--- src/rtl/core/nrd_pkg.sv ---
package nrd_pkg;

	// Raster formats, by configuration code
	typedef enum logic [1:0] {
		FMT_P1 = 2'd0,
		FMT_P2 = 2'd1,
		FMT_P4 = 2'd2,
		FMT_P5 = 2'd3
	} fmt_t;

	// Result kinds
	typedef enum logic [1:0] {
		KIND_PIXEL = 2'd0,
		KIND_OK    = 2'd1,
		KIND_MORE  = 2'd2,
		KIND_LESS  = 2'd3
	} kind_t;

	// Commands passed from the front end to the back end
	typedef enum logic [1:0] {
		OP_NOP  = 2'd0,
		OP_PIX  = 2'd1,
		OP_BITS = 2'd2,
		OP_END  = 2'd3
	} op_t;

	typedef struct packed {
		op_t        op;
		logic [7:0] value;
		logic       pend;
	} cmd_t;

	localparam int unsigned CFG_IDX_W = 2;
	localparam int unsigned CFG_DIM_W = 13;

	localparam logic [CFG_IDX_W-1:0] REG_FORMAT = 2'd0;
	localparam logic [CFG_IDX_W-1:0] REG_WIDTH  = 2'd1;
	localparam logic [CFG_IDX_W-1:0] REG_HEIGHT = 2'd2;

	localparam int unsigned DEF_MAX_WIDTH  = 4096;
	localparam int unsigned DEF_MAX_HEIGHT = 4096;
	localparam int unsigned QUEUE_DEPTH    = 4;

	localparam logic [7:0] CHAR_HASH = 8'h23;
	localparam logic [7:0] CHAR_NL   = 8'h0A;
	localparam logic [7:0] CHAR_0    = 8'h30;
	localparam logic [7:0] CHAR_1    = 8'h31;
	localparam logic [7:0] CHAR_9    = 8'h39;
	localparam logic [7:0] PIX_WHITE = 8'hFF;
	localparam logic [7:0] PIX_BLACK = 8'h00;
	localparam logic [7:0] BIT_MSB   = 8'h80;

endpackage

--- src/rtl/core/nrd_stream_if.sv ---
interface nrd_byte_if;
	logic       valid;
	logic       ready;
	logic [7:0] data_byte;
	logic       end_of_data;

	modport source (output valid, data_byte, end_of_data, input ready);
	modport sink (input valid, data_byte, end_of_data, output ready);
endinterface

interface nrd_pixel_if;
	logic       valid;
	logic       ready;
	logic [1:0] kind;
	logic [7:0] pixel;
	logic       last;

	modport source (output valid, kind, pixel, last, input ready);
	modport sink (input valid, kind, pixel, last, output ready);
endinterface

--- src/rtl/core/netpbm_raster_decoder.sv ---
// Netpbm raster decoder: takes the raster bytes of a P1, P2, P4 or P5 image, one
// byte per transaction, and returns 8-bit pixels in row-major order on the result
// channel, then one status (ok, too much, too little) for the end marker. Bytes
// enter a text front end at one per cycle while the queue has room and are queued
// (four commands deep) for the pixel back end, whose single result register
// delivers one result per cycle while the channel is ready: P1, P2 and P5 bytes
// sustain one byte per cycle, a P4 byte holds the queue head until its pixels
// are unpacked (up to eight), and an end marker that flushes a pending P2 value
// sends it before the status. A byte's first result passes through the queue and
// the result register. Configure format, width and height through the write port
// while no transaction is in flight; no clearing pass is needed after reset.
module netpbm_raster_decoder #(
	parameter int unsigned MAX_WIDTH  = nrd_pkg::DEF_MAX_WIDTH,
	parameter int unsigned MAX_HEIGHT = nrd_pkg::DEF_MAX_HEIGHT
) (
	input  logic                          clk,
	input  logic                          arst_n,
	nrd_byte_if.sink                      byte_ch,
	nrd_pixel_if.source                   pixel_ch,
	input  logic                          cfg_wen,
	input  logic [nrd_pkg::CFG_IDX_W-1:0] cfg_index,
	input  logic [nrd_pkg::CFG_DIM_W-1:0] cfg_wdata
);
	import nrd_pkg::*;

	fmt_t                 format_q;
	logic [CFG_DIM_W-1:0] width_q;
	logic [CFG_DIM_W-1:0] height_q;

	logic push;
	logic pop;
	logic full;
	logic empty;
	cmd_t wr_cmd;
	cmd_t rd_cmd;

	// Unknown indexes are dropped
	always_ff @(posedge clk or negedge arst_n) begin
		if (!arst_n) begin
			format_q <= FMT_P1;
			width_q  <= CFG_DIM_W'(1);
			height_q <= CFG_DIM_W'(1);
		end else if (cfg_wen) begin
			unique case (cfg_index)
				REG_FORMAT: format_q <= fmt_t'(cfg_wdata[1:0]);
				REG_WIDTH:  width_q  <= cfg_wdata;
				REG_HEIGHT: height_q <= cfg_wdata;
				default: ;
			endcase
		end
	end

	nrd_front u_front (
		.clk           (clk),
		.arst_n        (arst_n),
		.byte_ch       (byte_ch),
		.raster_format (format_q),
		.queue_full    (full),
		.push          (push),
		.cmd           (wr_cmd)
	);

	nrd_queue #(
		.DEPTH (QUEUE_DEPTH)
	) u_queue (
		.clk    (clk),
		.arst_n (arst_n),
		.push   (push),
		.wr_cmd (wr_cmd),
		.pop    (pop),
		.rd_cmd (rd_cmd),
		.full   (full),
		.empty  (empty)
	);

	nrd_back #(
		.MAX_WIDTH  (MAX_WIDTH),
		.MAX_HEIGHT (MAX_HEIGHT)
	) u_back (
		.clk          (clk),
		.arst_n       (arst_n),
		.image_width  (width_q),
		.image_height (height_q),
		.cmd          (rd_cmd),
		.cmd_valid    (!empty),
		.pop          (pop),
		.pixel_ch     (pixel_ch)
	);

endmodule

--- src/rtl/core/nrd_front.sv ---
module nrd_front (
	input  logic           clk,
	input  logic           arst_n,
	nrd_byte_if.sink       byte_ch,
	input  nrd_pkg::fmt_t  raster_format,
	input  logic           queue_full,
	output logic           push,
	output nrd_pkg::cmd_t  cmd
);
	import nrd_pkg::*;

	logic       in_comment_q;
	logic       num_active_q;
	logic [7:0] num_value_q;
	logic       in_comment_d;
	logic       num_active_d;
	logic [7:0] num_value_d;
	logic       is_digit;
	logic [7:0] digit;
	logic [7:0] base;

	assign byte_ch.ready = !queue_full;
	assign push          = byte_ch.valid && !queue_full;

	assign is_digit = (byte_ch.data_byte >= CHAR_0) && (byte_ch.data_byte <= CHAR_9);
	assign digit    = byte_ch.data_byte - CHAR_0;
	assign base     = num_active_q ? num_value_q : 8'd0;

	always_comb begin
		cmd.op       = OP_NOP;
		cmd.value    = byte_ch.data_byte;
		cmd.pend     = 1'b0;
		in_comment_d = in_comment_q;
		num_active_d = num_active_q;
		num_value_d  = num_value_q;
		if (byte_ch.end_of_data) begin
			// flush a pending gray value ahead of the status, then start afresh
			cmd.op       = OP_END;
			cmd.value    = num_value_q;
			cmd.pend     = (raster_format == FMT_P2) && num_active_q;
			in_comment_d = 1'b0;
			num_active_d = 1'b0;
			num_value_d  = 8'd0;
		end else begin
			unique case (raster_format)
				FMT_P1: begin
					if (in_comment_q) begin
						if (byte_ch.data_byte == CHAR_NL) in_comment_d = 1'b0;
					end else if (byte_ch.data_byte == CHAR_HASH) begin
						in_comment_d = 1'b1;
					end else if (byte_ch.data_byte == CHAR_0 || byte_ch.data_byte == CHAR_1) begin
						cmd.op    = OP_PIX;
						cmd.value = (byte_ch.data_byte == CHAR_1) ? PIX_BLACK : PIX_WHITE;
					end
				end
				FMT_P2: begin
					if (in_comment_q) begin
						if (byte_ch.data_byte == CHAR_NL) in_comment_d = 1'b0;
					end else if (is_digit) begin
						num_active_d = 1'b1;
						num_value_d  = 8'((base << 3) + (base << 1) + digit);
					end else begin
						if (num_active_q) begin
							cmd.op       = OP_PIX;
							cmd.value    = num_value_q;
							num_active_d = 1'b0;
							num_value_d  = 8'd0;
						end
						if (byte_ch.data_byte == CHAR_HASH) in_comment_d = 1'b1;
					end
				end
				FMT_P4: cmd.op = OP_BITS;
				FMT_P5: cmd.op = OP_PIX;
				default: cmd.op = OP_NOP;
			endcase
		end
	end

	always_ff @(posedge clk or negedge arst_n) begin
		if (!arst_n) begin
			in_comment_q <= 1'b0;
			num_active_q <= 1'b0;
			num_value_q  <= 8'd0;
		end else if (push) begin
			in_comment_q <= in_comment_d;
			num_active_q <= num_active_d;
			num_value_q  <= num_value_d;
		end
	end

	a_end_clears: assert property (@(posedge clk) disable iff (!arst_n)
		(push && byte_ch.end_of_data) |=> (!in_comment_q && !num_active_q))
		else $error("text state survived an end marker");

endmodule

--- src/rtl/core/nrd_queue.sv ---
module nrd_queue #(
	parameter int unsigned DEPTH = nrd_pkg::QUEUE_DEPTH
) (
	input  logic          clk,
	input  logic          arst_n,
	input  logic          push,
	input  nrd_pkg::cmd_t wr_cmd,
	input  logic          pop,
	output nrd_pkg::cmd_t rd_cmd,
	output logic          full,
	output logic          empty
);
	import nrd_pkg::*;

	localparam int unsigned PTR_W = (DEPTH > 1) ? $clog2(DEPTH) : 1;
	localparam int unsigned CNT_W = $clog2(DEPTH + 1);

	cmd_t             entry_q [DEPTH];
	logic [PTR_W-1:0] wr_ptr_q;
	logic [PTR_W-1:0] rd_ptr_q;
	logic [CNT_W-1:0] count_q;

	assign full   = (count_q == CNT_W'(DEPTH));
	assign empty  = (count_q == '0);
	assign rd_cmd = entry_q[rd_ptr_q];

	function automatic logic [PTR_W-1:0] bump(input logic [PTR_W-1:0] p);
		bump = (p == PTR_W'(DEPTH - 1)) ? '0 : p + 1'b1;
	endfunction

	always_ff @(posedge clk) begin
		if (push) entry_q[wr_ptr_q] <= wr_cmd;
	end

	always_ff @(posedge clk or negedge arst_n) begin
		if (!arst_n) begin
			wr_ptr_q <= '0;
			rd_ptr_q <= '0;
			count_q  <= '0;
		end else begin
			if (push) wr_ptr_q <= bump(wr_ptr_q);
			if (pop) rd_ptr_q <= bump(rd_ptr_q);
			if (push && !pop) count_q <= count_q + 1'b1;
			else if (pop && !push) count_q <= count_q - 1'b1;
		end
	end

	a_no_overflow: assert property (@(posedge clk) disable iff (!arst_n)
		!(push && full) && !(pop && empty))
		else $error("command queue overrun or underrun");

endmodule

--- src/rtl/core/nrd_back.sv ---
module nrd_back #(
	parameter int unsigned MAX_WIDTH  = nrd_pkg::DEF_MAX_WIDTH,
	parameter int unsigned MAX_HEIGHT = nrd_pkg::DEF_MAX_HEIGHT
) (
	input  logic                          clk,
	input  logic                          arst_n,
	input  logic [nrd_pkg::CFG_DIM_W-1:0] image_width,
	input  logic [nrd_pkg::CFG_DIM_W-1:0] image_height,
	input  nrd_pkg::cmd_t                 cmd,
	input  logic                          cmd_valid,
	output logic                          pop,
	nrd_pixel_if.source                   pixel_ch
);
	import nrd_pkg::*;

	localparam int unsigned WW  = $clog2(MAX_WIDTH + 1);
	localparam int unsigned HW  = $clog2(MAX_HEIGHT + 1);
	localparam int unsigned CW  = $clog2(MAX_WIDTH);
	localparam longint unsigned MAX_PIX = longint'(MAX_WIDTH) * longint'(MAX_HEIGHT);
	localparam int unsigned PW  = $clog2(MAX_PIX + 1);
	localparam int unsigned DWW = (WW > CFG_DIM_W) ? WW : CFG_DIM_W;
	localparam int unsigned DHW = (HW > CFG_DIM_W) ? HW : CFG_DIM_W;

	logic [DWW-1:0]   w_ext;
	logic [DHW-1:0]   h_ext;
	logic [WW-1:0]    w;
	logic [HW-1:0]    h;
	logic [WW+HW-1:0] prod;
	logic [PW-1:0]    size_q;

	logic [PW-1:0] pc_q, pc_d, pc_inc;
	logic [CW-1:0] col_q, col_d, col_eff, col_next;
	logic [WW-1:0] col_inc;
	logic          excess_q, excess_d;
	logic [2:0]    bit_q, bit_d;
	logic          phase_q, phase_d;
	logic          full, full_after, stop;

	logic          act;
	logic          emit;
	kind_t         e_kind;
	logic [7:0]    e_pixel;
	logic          e_last;

	logic          out_valid_q;
	kind_t         kind_q;
	logic [7:0]    pixel_q;
	logic          last_q;

	// Clamp the header size to 1..MAX
	always_comb begin
		w_ext = DWW'(image_width);
		h_ext = DHW'(image_height);
		if (w_ext == '0) w_ext = DWW'(1);
		else if (w_ext > DWW'(MAX_WIDTH)) w_ext = DWW'(MAX_WIDTH);
		if (h_ext == '0) h_ext = DHW'(1);
		else if (h_ext > DHW'(MAX_HEIGHT)) h_ext = DHW'(MAX_HEIGHT);
		w = WW'(w_ext);
		h = HW'(h_ext);
	end

	assign prod = (WW+HW)'(w) * (WW+HW)'(h);

	always_ff @(posedge clk or negedge arst_n) begin
		if (!arst_n) size_q <= PW'(1);
		else size_q <= PW'(prod);
	end

	assign col_eff    = (WW'(col_q) >= w) ? '0 : col_q;
	assign col_inc    = WW'(col_eff) + 1'b1;
	assign col_next   = (col_inc == w) ? '0 : CW'(col_inc);
	assign pc_inc     = pc_q + 1'b1;
	assign full       = (pc_q >= size_q);
	assign full_after = (pc_inc >= size_q);
	assign stop       = (col_next == '0) || (bit_q == 3'd7) || full_after;

	assign act = cmd_valid && (!out_valid_q || pixel_ch.ready);

	always_comb begin
		pop      = 1'b0;
		emit     = 1'b0;
		e_kind   = KIND_PIXEL;
		e_pixel  = cmd.value;
		e_last   = 1'b1;
		pc_d     = pc_q;
		col_d    = col_eff;
		excess_d = excess_q;
		bit_d    = bit_q;
		phase_d  = phase_q;
		if (act) begin
			unique case (cmd.op)
				OP_NOP: pop = 1'b1;
				OP_PIX: begin
					pop = 1'b1;
					if (full) begin
						excess_d = 1'b1;
					end else begin
						emit  = 1'b1;
						pc_d  = pc_inc;
						col_d = col_next;
					end
				end
				OP_BITS: begin
					// one pixel a cycle while the output is free, MSB first, stopping at the row end, the byte end or the image end
					e_pixel = ((cmd.value << bit_q) & BIT_MSB) != 8'd0 ? PIX_BLACK : PIX_WHITE;
					if (bit_q == 3'd0 && full) begin
						pop      = 1'b1;
						excess_d = 1'b1;
					end else begin
						emit   = 1'b1;
						e_last = stop;
						pc_d   = pc_inc;
						col_d  = col_next;
						if (stop) begin
							pop   = 1'b1;
							bit_d = 3'd0;
							if (full_after && col_next != '0 && bit_q != 3'd7) excess_d = 1'b1;
						end else begin
							bit_d = bit_q + 1'b1;
						end
					end
				end
				OP_END: begin
					if (cmd.pend && !phase_q) begin
						phase_d = 1'b1;
						if (full) begin
							excess_d = 1'b1;
						end else begin
							emit   = 1'b1;
							e_last = 1'b0;
							pc_d   = pc_inc;
							col_d  = col_next;
						end
					end else begin
						pop     = 1'b1;
						emit    = 1'b1;
						e_pixel = 8'd0;
						if (excess_q) e_kind = KIND_MORE;
						else if (pc_q != size_q) e_kind = KIND_LESS;
						else e_kind = KIND_OK;
						pc_d     = '0;
						col_d    = '0;
						excess_d = 1'b0;
						phase_d  = 1'b0;
					end
				end
				default: pop = 1'b1;
			endcase
		end
	end

	always_ff @(posedge clk or negedge arst_n) begin
		if (!arst_n) begin
			pc_q     <= '0;
			col_q    <= '0;
			excess_q <= 1'b0;
			bit_q    <= 3'd0;
			phase_q  <= 1'b0;
		end else if (act) begin
			pc_q     <= pc_d;
			col_q    <= col_d;
			excess_q <= excess_d;
			bit_q    <= bit_d;
			phase_q  <= phase_d;
		end
	end

	always_ff @(posedge clk or negedge arst_n) begin
		if (!arst_n) out_valid_q <= 1'b0;
		else if (emit) out_valid_q <= 1'b1;
		else if (pixel_ch.ready) out_valid_q <= 1'b0;
	end

	always_ff @(posedge clk) begin
		if (emit) begin
			kind_q  <= e_kind;
			pixel_q <= e_pixel;
			last_q  <= e_last;
		end
	end

	assign pixel_ch.valid = out_valid_q;
	assign pixel_ch.kind  = 2'(kind_q);
	assign pixel_ch.pixel = pixel_q;
	assign pixel_ch.last  = last_q;

	a_pixel_counts: assert property (@(posedge clk) disable iff (!arst_n)
		(emit && e_kind == KIND_PIXEL) |=> (pc_q == $past(pc_inc)))
		else $error("pixel sent without advancing the count");

	a_status_clears: assert property (@(posedge clk) disable iff (!arst_n)
		(emit && e_kind != KIND_PIXEL) |=> (pc_q == '0 && !excess_q && bit_q == 3'd0))
		else $error("image state not cleared after status");

endmodule
--- src/flat_wrapper.sv ---
// flat-port wrapper written by rule: the top's interface ports become plain ports
module netpbm_raster_decoder_flat import nrd_pkg::*;
#(
	parameter int unsigned MAX_WIDTH  = nrd_pkg::DEF_MAX_WIDTH,
	parameter int unsigned MAX_HEIGHT = nrd_pkg::DEF_MAX_HEIGHT
)
  (clk, arst_n, cfg_wen, cfg_index, cfg_wdata, byte_ch_valid, byte_ch_data_byte, byte_ch_end_of_data, byte_ch_ready, pixel_ch_valid, pixel_ch_kind, pixel_ch_pixel, pixel_ch_last, pixel_ch_ready);
  nrd_byte_if byte_ch_i ();
  nrd_pixel_if pixel_ch_i ();
  input  logic clk;
  input  logic arst_n;
  input  logic cfg_wen;
  input  logic [nrd_pkg::CFG_IDX_W-1:0] cfg_index;
  input  logic [nrd_pkg::CFG_DIM_W-1:0] cfg_wdata;
  input wire logic [$bits(byte_ch_i.valid)-1:0] byte_ch_valid;
  input wire logic [$bits(byte_ch_i.data_byte)-1:0] byte_ch_data_byte;
  input wire logic [$bits(byte_ch_i.end_of_data)-1:0] byte_ch_end_of_data;
  output wire logic [$bits(byte_ch_i.ready)-1:0] byte_ch_ready;
  output wire logic [$bits(pixel_ch_i.valid)-1:0] pixel_ch_valid;
  output wire logic [$bits(pixel_ch_i.kind)-1:0] pixel_ch_kind;
  output wire logic [$bits(pixel_ch_i.pixel)-1:0] pixel_ch_pixel;
  output wire logic [$bits(pixel_ch_i.last)-1:0] pixel_ch_last;
  input wire logic [$bits(pixel_ch_i.ready)-1:0] pixel_ch_ready;
  assign byte_ch_i.valid = byte_ch_valid;
  assign byte_ch_i.data_byte = byte_ch_data_byte;
  assign byte_ch_i.end_of_data = byte_ch_end_of_data;
  assign byte_ch_ready = byte_ch_i.ready;
  assign pixel_ch_valid = pixel_ch_i.valid;
  assign pixel_ch_kind = pixel_ch_i.kind;
  assign pixel_ch_pixel = pixel_ch_i.pixel;
  assign pixel_ch_last = pixel_ch_i.last;
  assign pixel_ch_i.ready = pixel_ch_ready;
  netpbm_raster_decoder #(.MAX_WIDTH(MAX_WIDTH), .MAX_HEIGHT(MAX_HEIGHT)) u_core (.clk(clk), .arst_n(arst_n), .byte_ch(byte_ch_i), .pixel_ch(pixel_ch_i), .cfg_wen(cfg_wen), .cfg_index(cfg_index), .cfg_wdata(cfg_wdata));
endmodule
--- config.mk ---
export PLATFORM = sky130hd
export DESIGN_NAME = netpbm_raster_decoder_flat
export DESIGN_NICKNAME = d
export VERILOG_FILES = /design/src/rtl/core/nrd_pkg.sv /design/src/rtl/core/nrd_stream_if.sv /design/src/rtl/core/netpbm_raster_decoder.sv /design/src/rtl/core/nrd_front.sv /design/src/rtl/core/nrd_queue.sv /design/src/rtl/core/nrd_back.sv /design/src/flat_wrapper.sv
export SDC_FILE = /design/constraint.sdc
export NUM_CORES = 1
export LEC_CHECK = 0
export BUFFER_PORTS_ARGS = -buffer_cell sky130_fd_sc_hd__buf_2
export CAP_MARGIN = 20
export CORE_MARGIN = 3
export CORE_UTILIZATION = 55
export DETAILED_ROUTE_END_ITERATION = 8
export PLACE_DENSITY_LB_ADDON = 0.05
export SYNTH_ARGS = -nofsm -noshare
export SYNTH_HDL_FRONTEND = slang
export SYNTH_SLANG_ARGS = --single-unit
--- constraint.sdc ---
create_clock -name clk -period 5.7 [get_ports clk]
set_input_delay 0.57 -clock clk [delete_from_list [all_inputs] [get_ports clk]]
set_output_delay 0.57 -clock clk [all_outputs]
set_load 0.01 [all_outputs]
==> flow_metrics.env, run 1 <==
export IMPL_power_density_nw_per_um2=456
export IMPL_cts_hold_buf=0
export IMPL_clock_latency_ps=440
export IMPL_ys_types=89
export IMPL_h_tree_depth=4
export IMPL_dpl_hpwl_mm=30.8
export IMPL_worstMarginPinSlew_ps=983
export IMPL_critPathKind="reg2reg"
export IMPL_r2r_start="u_core.width_q[8]"
export IMPL_final_antenna_net_count=0
export IMPL_skew_ps=22.5
export IMPL_port_buffers=41
export IMPL_yosysMostFrequentCell="inv_1"
export IMPL_cts_buffer_depth=2
export IMPL_synth_edf_count=55
export IMPL_ys_seq_area_share_pct=29.1
export IMPL_netlist_top_cells_count="inv_1, nand2_1, ha_1"
export IMPL_drv_cap=0
export IMPL_r2r_end="u_core.u_back.size_q[24]"
export IMPL_layout_setup_ws_ps=-94.1
export IMPL_endpoint="u_core.u_back.size_q[24]"
export IMPL_slew_headroom_pct=33.8
export IMPL_drc=0
export IMPL_grt_max_degree=63
export IMPL_ff2ff_path_depth=22
export IMPL_die_h_um=173
export IMPL_initialDrtViolationCount=939
export IMPL_synth_main_ff_cell="dfrtp_1"
export IMPL_synthCells=1586
export IMPL_rsz0062_at_grt="true"
export IMPL_hold_path_class="in2async"
export IMPL_violations="negative setup slack"
export IMPL_overflow=0
export IMPL_worst_path_max_fanout=4
export IMPL_yosysTopAreaCellShare_pct=17.9
export IMPL_fmax_ghz=0.173
export IMPL_cts_buffers=17
export IMPL_layout_nets=2040
export IMPL_cp_required_ps=6000
export IMPL_ios=42
export IMPL_num_rows=60
export IMPL_design_power_total_mw=8.20
export IMPL_clkTransAtPathRegs_ps=80
export IMPL_reg2reg_slack_ps=-90
export IMPL_fin_util_pct=66.0
export IMPL_fill_cells=2238
export IMPL_avgSynthCellArea_um2=9.70
export IMPL_clkSinkCount=168
export IMPL_track_usage_pct=26.2
export IMPL_core_area_um2=27300
export IMPL_ir_drop_v=0.000278
export IMPL_firstDrtPassIters=5
export IMPL_place_gp_congestion=0.910
export IMPL_startpoint="u_core.width_q[8]"
export IMPL_avgViaCountPerCell=5.65
export IMPL_syn_area_um2=15400
export IMPL_layout_drive_gt1_share_pct=20.8
export IMPL_fin_crit_sh_pct=102
export IMPL_crit_path_start_kind="register"
export IMPL_synth_area_leader_cell="dfrtp_1"
export IMPL_initial_utilization_pct=56.4
export IMPL_routed_wirelength_mm=39.3
export IMPL_status="complete, but fails checks"
export IMPL_synthToLayoutAreaGrowth_pct=17.0
export IMPL_hold_viol_final=0
export IMPL_p_leak_nw=8.73
export IMPL_wire_per_inst_um=18.6
export IMPL_antenna_cells=0
export IMPL_arrival_ps=6100
export IMPL_die_area_um2=30000
export IMPL_syn_nets=1893
export IMPL_cp_end_kind="register"
export IMPL_slew_violations=0
export IMPL_die_w_um=173
export IMPL_period_needed_ps=5790
export IMPL_synth_seq_cells=168
export IMPL_async_flop_share_pct=67.3
export IMPL_grt_antenna_before_repair=0
export IMPL_num_vias=11963
export IMPL_cts_root_buf="clkbuf_16"
export IMPL_grt_pass1_vias=12069
export IMPL_tritoncts="built"
export IMPL_setup_viol=3
export IMPL_ys_warn_count=0
export IMPL_grt_pass1_wl_mm=63.0
export IMPL_synthTopCellsByArea="dfrtp_1, fa_1, ha_1"
==> cells by family (layout without fill, tap and decap cells) <==
group           Yosys count  in the layout  synth area share (%)
flops                   168            168                  29.1
compound gates          249            249                  11.0
fa+ha+maj               278            278                  28.8
mux                      47             47                  4.40
simple gates            505            505                  16.0
xor+xnor                 69             69                  3.93
buf+inv                 270            430                  6.78
==> metrics by stage <==
step | hold slack (ps) | std cells | TNS (ps) | worst slack [ps] | area, um^2
floorplan | 274 | 1586 | 0 | 31.9 | 15400
global placement | 473 | 2068 | -365 | -167 | 16900
detailed placement | 478 | 2068 | -1400 | -348 | 16900
CTS | 177 | 2112 | -248 | -103 | 17700
global route | 206 | 2118 | -1490 | -329 | 18000
finish | 164 | 2118 | -167 | -94.1 | 18000
==> area by class of cell <==
class	count	area (um^2)	area share, %
multi-input combinational	1148	10300	57.2
sequential	168	4490	24.9
timing repair buffer	188	1350	7.49
inverter	210	788	4.38
tap	372	465	2.59
clock buffer	17	425	2.36
clock inverter	15	181	1.01
==> critical path, cell delays in order (launching register included) <==
cell       delay (ps)
dfrtp_1           390
or4_4             550
nor3_4            240
a32oi_4           170
inv_2             100
nand2_2            60
fa_1              450
fa_1              510
inv_2              50
fa_1              510
inv_2              40
fa_1              440
inv_1              80
fa_2              450
ha_4              320
o2111ai_4         130
o211a_1           260
nor3_4            230
a41o_1            230
o21ai_2            80
o21bai_1          140
a21oi_1            90
xnor2_1           120
==> power by group <==
group	leakage (nW)	switching, mW	internal (mW)
registers	1.96	0.237	1.61
clock network	0.291	0.552	0.628
logic	6.48	2.90	2.27
total	8.73	3.69	4.51
==> cells in the final DEF, fill, tap and decap left out, types with 19 or more instances in the layout <==
master      n
buf_4     143
ha_1      140
nor2b_1    30
fa_1      122
a21oi_1    43
mux2_2     28
nand3_1    38
a22o_1     21
a21o_1     25
edfxtp_1   55
xnor2_1    41
nand2_1   175
xor2_1     25
dfrtp_1   107
nor2_1    113
inv_1     199
o21ai_0    42
nor3_1     19
buf_2      40
and3_1     23
==> registers in the layout, indices dropped and copies added, names as in the netlist, 3 cells and up <==
signal,count
u_core.u_front.num_value_q,8
u_core.u_queue.count_q,3
u_core.u_queue.entry_q,44
u_core.u_back.bit_q,3
u_core.u_back.col_q,12
u_core.u_back.pixel_ch.pixel,8
u_core.width_q,13
u_core.height_q,13
u_core.u_back.size_q,25
u_core.u_back.pc_q,25
==> routing by layer <==
| layer | track usage, % | vias to the layer above | wire [um] |
|---|---|---|---|
| li1 | - | 5678 | - |
| met1 | 35.8 | 5914 | 17400 |
| met2 | 43.4 | 328 | 19000 |
| met3 | 5.08 | 43 | 2280 |
| met4 | 6.42 | 0 | 657 |
| met5 | 0 | - | 0 |
==> repair_timing <==
| item | CTS | global route |
|---|---|---|
| cloned | 0 | 0 |
| buffers inserted | 12 | 9 |
| setup endpoints to repair | 9 | 10 |
| pin swaps | 38 | 50 |
| resized for setup | 34 | 49 |
==> how the worst min path moves through the flow <==
stage	start	to	slack, ps	cells after the start
after detailed placement	u_core.u_front.num_value_q[7]	u_core.u_front.num_value_q[7]	480	2
after global placement	u_core.u_front.num_value_q[7]	u_core.u_front.num_value_q[7]	470	2
after floorplan	arst_n	u_core.format_q[0]	270	0
final	arst_n	u_core.u_back.pc_q[14]	160	1
after global routing	arst_n	u_core.u_back.pc_q[14]	210	1
after CTS	arst_n	u_core.u_back.pc_q[11]	180	1
Note: power is estimated with default switching activity, not from simulation.
==> run 2, diff against run 1 <==
--- a/config.mk
+++ b/config.mk
@@ -13,4 +13,5 @@
 export PLACE_DENSITY_LB_ADDON = 0.05
 export SYNTH_ARGS = -nofsm -noshare
 export SYNTH_HDL_FRONTEND = slang
+export SYNTH_HIERARCHICAL = 1
 export SYNTH_SLANG_ARGS = --single-unit
==> flow_metrics.env, run 2 <==
export IMPL_grt_pass1_vias=12206
export IMPL_layout_commonest_cell="inv_1"
export IMPL_layout_setup_ws_ps=-41.9
export IMPL_cp_required_ps=6020
export IMPL_final_antenna_net_count=0
export IMPL_fmax_ghz=0.174
export IMPL_grt_pass1_wl_mm=65.2
export IMPL_fin_crit_sh_pct=101
export IMPL_r2r_end="u_core/u_queue/count_q[1]"
export IMPL_core_area_um2=28000
export IMPL_synthCells=1577
export IMPL_yosysTopAreaCellShare_pct=17.5
export IMPL_layout_nets=2036
export IMPL_arrival_ps=6060
export IMPL_dpl_cell_area_um2=17100
export IMPL_drc=0
export IMPL_p_leak_nw=9.04
export IMPL_num_vias=12116
export IMPL_yosysMostFrequentCell="inv_1"
export IMPL_wire_per_inst_um=19.0
export IMPL_power_density_nw_per_um2=439
export IMPL_period_needed_ps=5740
export IMPL_drv_cap=0
export IMPL_tritoncts="built"
export IMPL_syn_area_um2=15700
export IMPL_ir_drop_v=0.000237
export IMPL_cp_slowest_cell="or4_4"
export IMPL_p_sw_mw=3.55
export IMPL_synth_seq_cells=168
export IMPL_clock_latency_ps=440
export IMPL_reg2reg_slack_ps=-40
export IMPL_top_regs="u_core/u_queue/entry_q: 44 flops, u_core/u_back/pc_q: 25 flops, u_core/u_back/size_q: 25 flops"
export IMPL_cts_hold_buf=0
export IMPL_ios=42
export IMPL_overflow=0
export IMPL_final_cell_mix="inv_1, buf_4, ha_1"
export IMPL_grt_max_degree=66
export IMPL_critPathKind="reg2reg"
export IMPL_track_usage_pct=27.0
export IMPL_ys_types=95
export IMPL_largest_reg_flops=44
export IMPL_clkPwrFrac_pct=14.1
export IMPL_violations="negative setup slack"
export IMPL_netlist_top_cells_count="inv_1, ha_1, nand2_1"
export IMPL_synth_edf_count=55
export IMPL_intPower_mw=4.49
export IMPL_status="complete, but fails checks"
export IMPL_firstDrtPassIters=6
export IMPL_dpl_hpwl_mm=31.9
export IMPL_avgViaCountPerCell=5.71
export IMPL_layout_drive_gt1_share_pct=21.5
export IMPL_hold_path_class="in2async"
export IMPL_max_flop_register="u_core/u_queue/entry_q"
export IMPL_skew_ps=23.4
export IMPL_crit_path_start_kind="register"
export IMPL_synth_main_ff_cell="dfrtp_1"
export IMPL_worstMarginPinSlew_ps=825
export IMPL_synthToLayoutAreaGrowth_pct=16.3
export IMPL_routed_wirelength_mm=40.4
export IMPL_ys_warn_count=6
export IMPL_dp_worst_setup_slack_ps=-224
export IMPL_synthTopCellsByArea="dfrtp_1, fa_1, ha_1"
export IMPL_slew_violations=0
export IMPL_async_flop_share_pct=67.3
export IMPL_cts_buffers=17
export IMPL_port_buffers=41
export IMPL_path_buf_inv=5
export IMPL_finalSetupTns_ps=-41.9
export IMPL_initialDrtViolationCount=801
export IMPL_hold_viol_final=0
export IMPL_swShare_pct=44.1
export IMPL_grt_antenna_before_repair=0
export IMPL_ys_seq_area_share_pct=28.5
export IMPL_cts_buffer_depth=2
export IMPL_synth_area_leader_cell="dfrtp_1"
export IMPL_die_h_um=175
export IMPL_num_rows=61
export IMPL_rsz0062_at_grt="true"
export IMPL_initial_utilization_pct=56.2
export IMPL_h_tree_depth=4
export IMPL_die_area_um2=30700
export IMPL_critPathMaxStageDelay_ps=580
export IMPL_worst_path_max_fanout=6
export IMPL_avgSynthCellArea_um2=9.98
export IMPL_slew_headroom_pct=45.0
export IMPL_sequentialPowerShare_pct=23.2
export IMPL_syn_nets=1883
export IMPL_die_w_um=175
export IMPL_clkSinkCount=168
export IMPL_r2r_start="u_core/width_q[9]"
export IMPL_cp_end_kind="register"
export IMPL_place_gp_congestion=0.956
export IMPL_ff2ff_path_depth=27
export IMPL_antenna_cells=0
export IMPL_power_frac_comb_pct=62.7
export IMPL_clkTransAtPathRegs_ps=70
export IMPL_setup_viol=1
export IMPL_critPathTopFamily="simple AND/OR/NAND/NOR gates"
export IMPL_crit_cells=27
export IMPL_cts_root_buf="clkbuf_16"
export IMPL_final_cell_area_um2=18300
## run 2: cell types whose count changed in the layout (fill, tap and decap cells not counted), sizes merged, moves of 6 or more
cell | previous run | this run
buf | 188 | 199
nor2 | 118 | 92
nand3 | 43 | 28
a21oi | 49 | 55
o21ai | 62 | 40
nand2b | 12 | 24
a21o | 25 | 40
and2 | 16 | 22
a31oi | 11 | 30
inv | 215 | 227
nand2 | 178 | 138
nand4 | 14 | 22
## run 2: worst max-delay path by stage
stage / from / to / slack [ps]
6_report: u_core/width_q[9] / u_core/u_queue/count_q[1] / -40
5_1_grt: u_core/width_q[9] / u_core/u_queue/count_q[1] / -220
4_1_cts: u_core/width_q[10] / u_core/u_back/size_q[24] / 10
3_5_place_dp: u_core/width_q[9] / u_core/u_back/size_q[21] / -220
3_3_place_gp: u_core/width_q[9] / u_core/u_back/size_q[21] / -160
2_1_floorplan: u_core/width_q[12] / u_core/u_queue/count_q[1] / -10
## run 2: worst register-to-register path, cell delays in order (launching register included)
cell      delay (ps)
dfrtp_1          390
nor4_2           300
a31oi_1          120
or2_1            280
inv_2             80
buf_6            130
ha_4             200
nor2b_2          110
o21ai_2           70
a211oi_4         330
o21a_2           200
and2_4           150
ha_4             140
buf_6             90
nand4_1          170
nor2_2           200
o21ai_1           80
a211o_1          300
a21oi_2          140
o32ai_2          100
or4_4            580
nor4b_4          160
a311oi_2         300
inv_1             80
ha_2             190
inv_2             50
fa_1             390
mux2_2           260
## run 2: power groups by stage
stage / combinational [mW] / clock, mW / sequential, mW
final: 5.04 / 1.14 / 1.87
after global routing: 5.57 / 1.22 / 1.90
after CTS: 4.75 / 1.16 / 1.86
after detailed placement: 4.64 / 0 / 1.88
after global placement: 4.57 / 0 / 1.88
after floorplan: 3.10 / 0 / 1.79
## run 2: routing by layer
metal | routed length (um) | track usage [%] | vias to the layer above
met1 | 17900 | 37.5 | 5982
met5 | 0 | 0 | -
met2 | 19000 | 42.8 | 358
li1 | - | - | 5712
met4 | 1080 | 7.78 | 0
met3 | 2450 | 5.89 | 64
## run 2: what timing repair did
action	in CTS	in global routing
gates cloned	0	1
setup buffers	1	23
setup endpoints to repair	8	11
resized for setup	14	73
pin swaps	8	47
hold endpoints to repair	0	0
## run 2: cell type report
| cell class | count | area, um^2 |
|---|---|---|
| multi-input combinational | 1124 | 10500 |
| fill | 2351 | 9700 |
| sequential | 168 | 4490 |
| timing repair buffer | 199 | 1460 |
| inverter | 220 | 832 |
| tap | 378 | 473 |
| clock buffer | 20 | 437 |
| clock inverter | 12 | 130 |
## run 2: kinds of logic after synthesis
family,share of synthesized area (%)
AND/OR/NAND/NOR,15.1
multiplexers,4.95
AO/OA/AOI/OAI,12.0
buffers and inverters,7.53
adder cells (fa/ha/maj),28.0
XOR/XNOR,4.04
flip-flops,28.5
## run 2: per-stage QoR
step                power [mW]  hold WS, ps  util [%]  cells
finish                    8.04          215      65.4   2121
global route              8.69          278      65.4   2121
CTS                       7.78          253      63.5   2096
detailed placement        6.53          482      61.2   2063
global placement          6.45          483      61.2   2063
floorplan                 4.89          274         -   1577
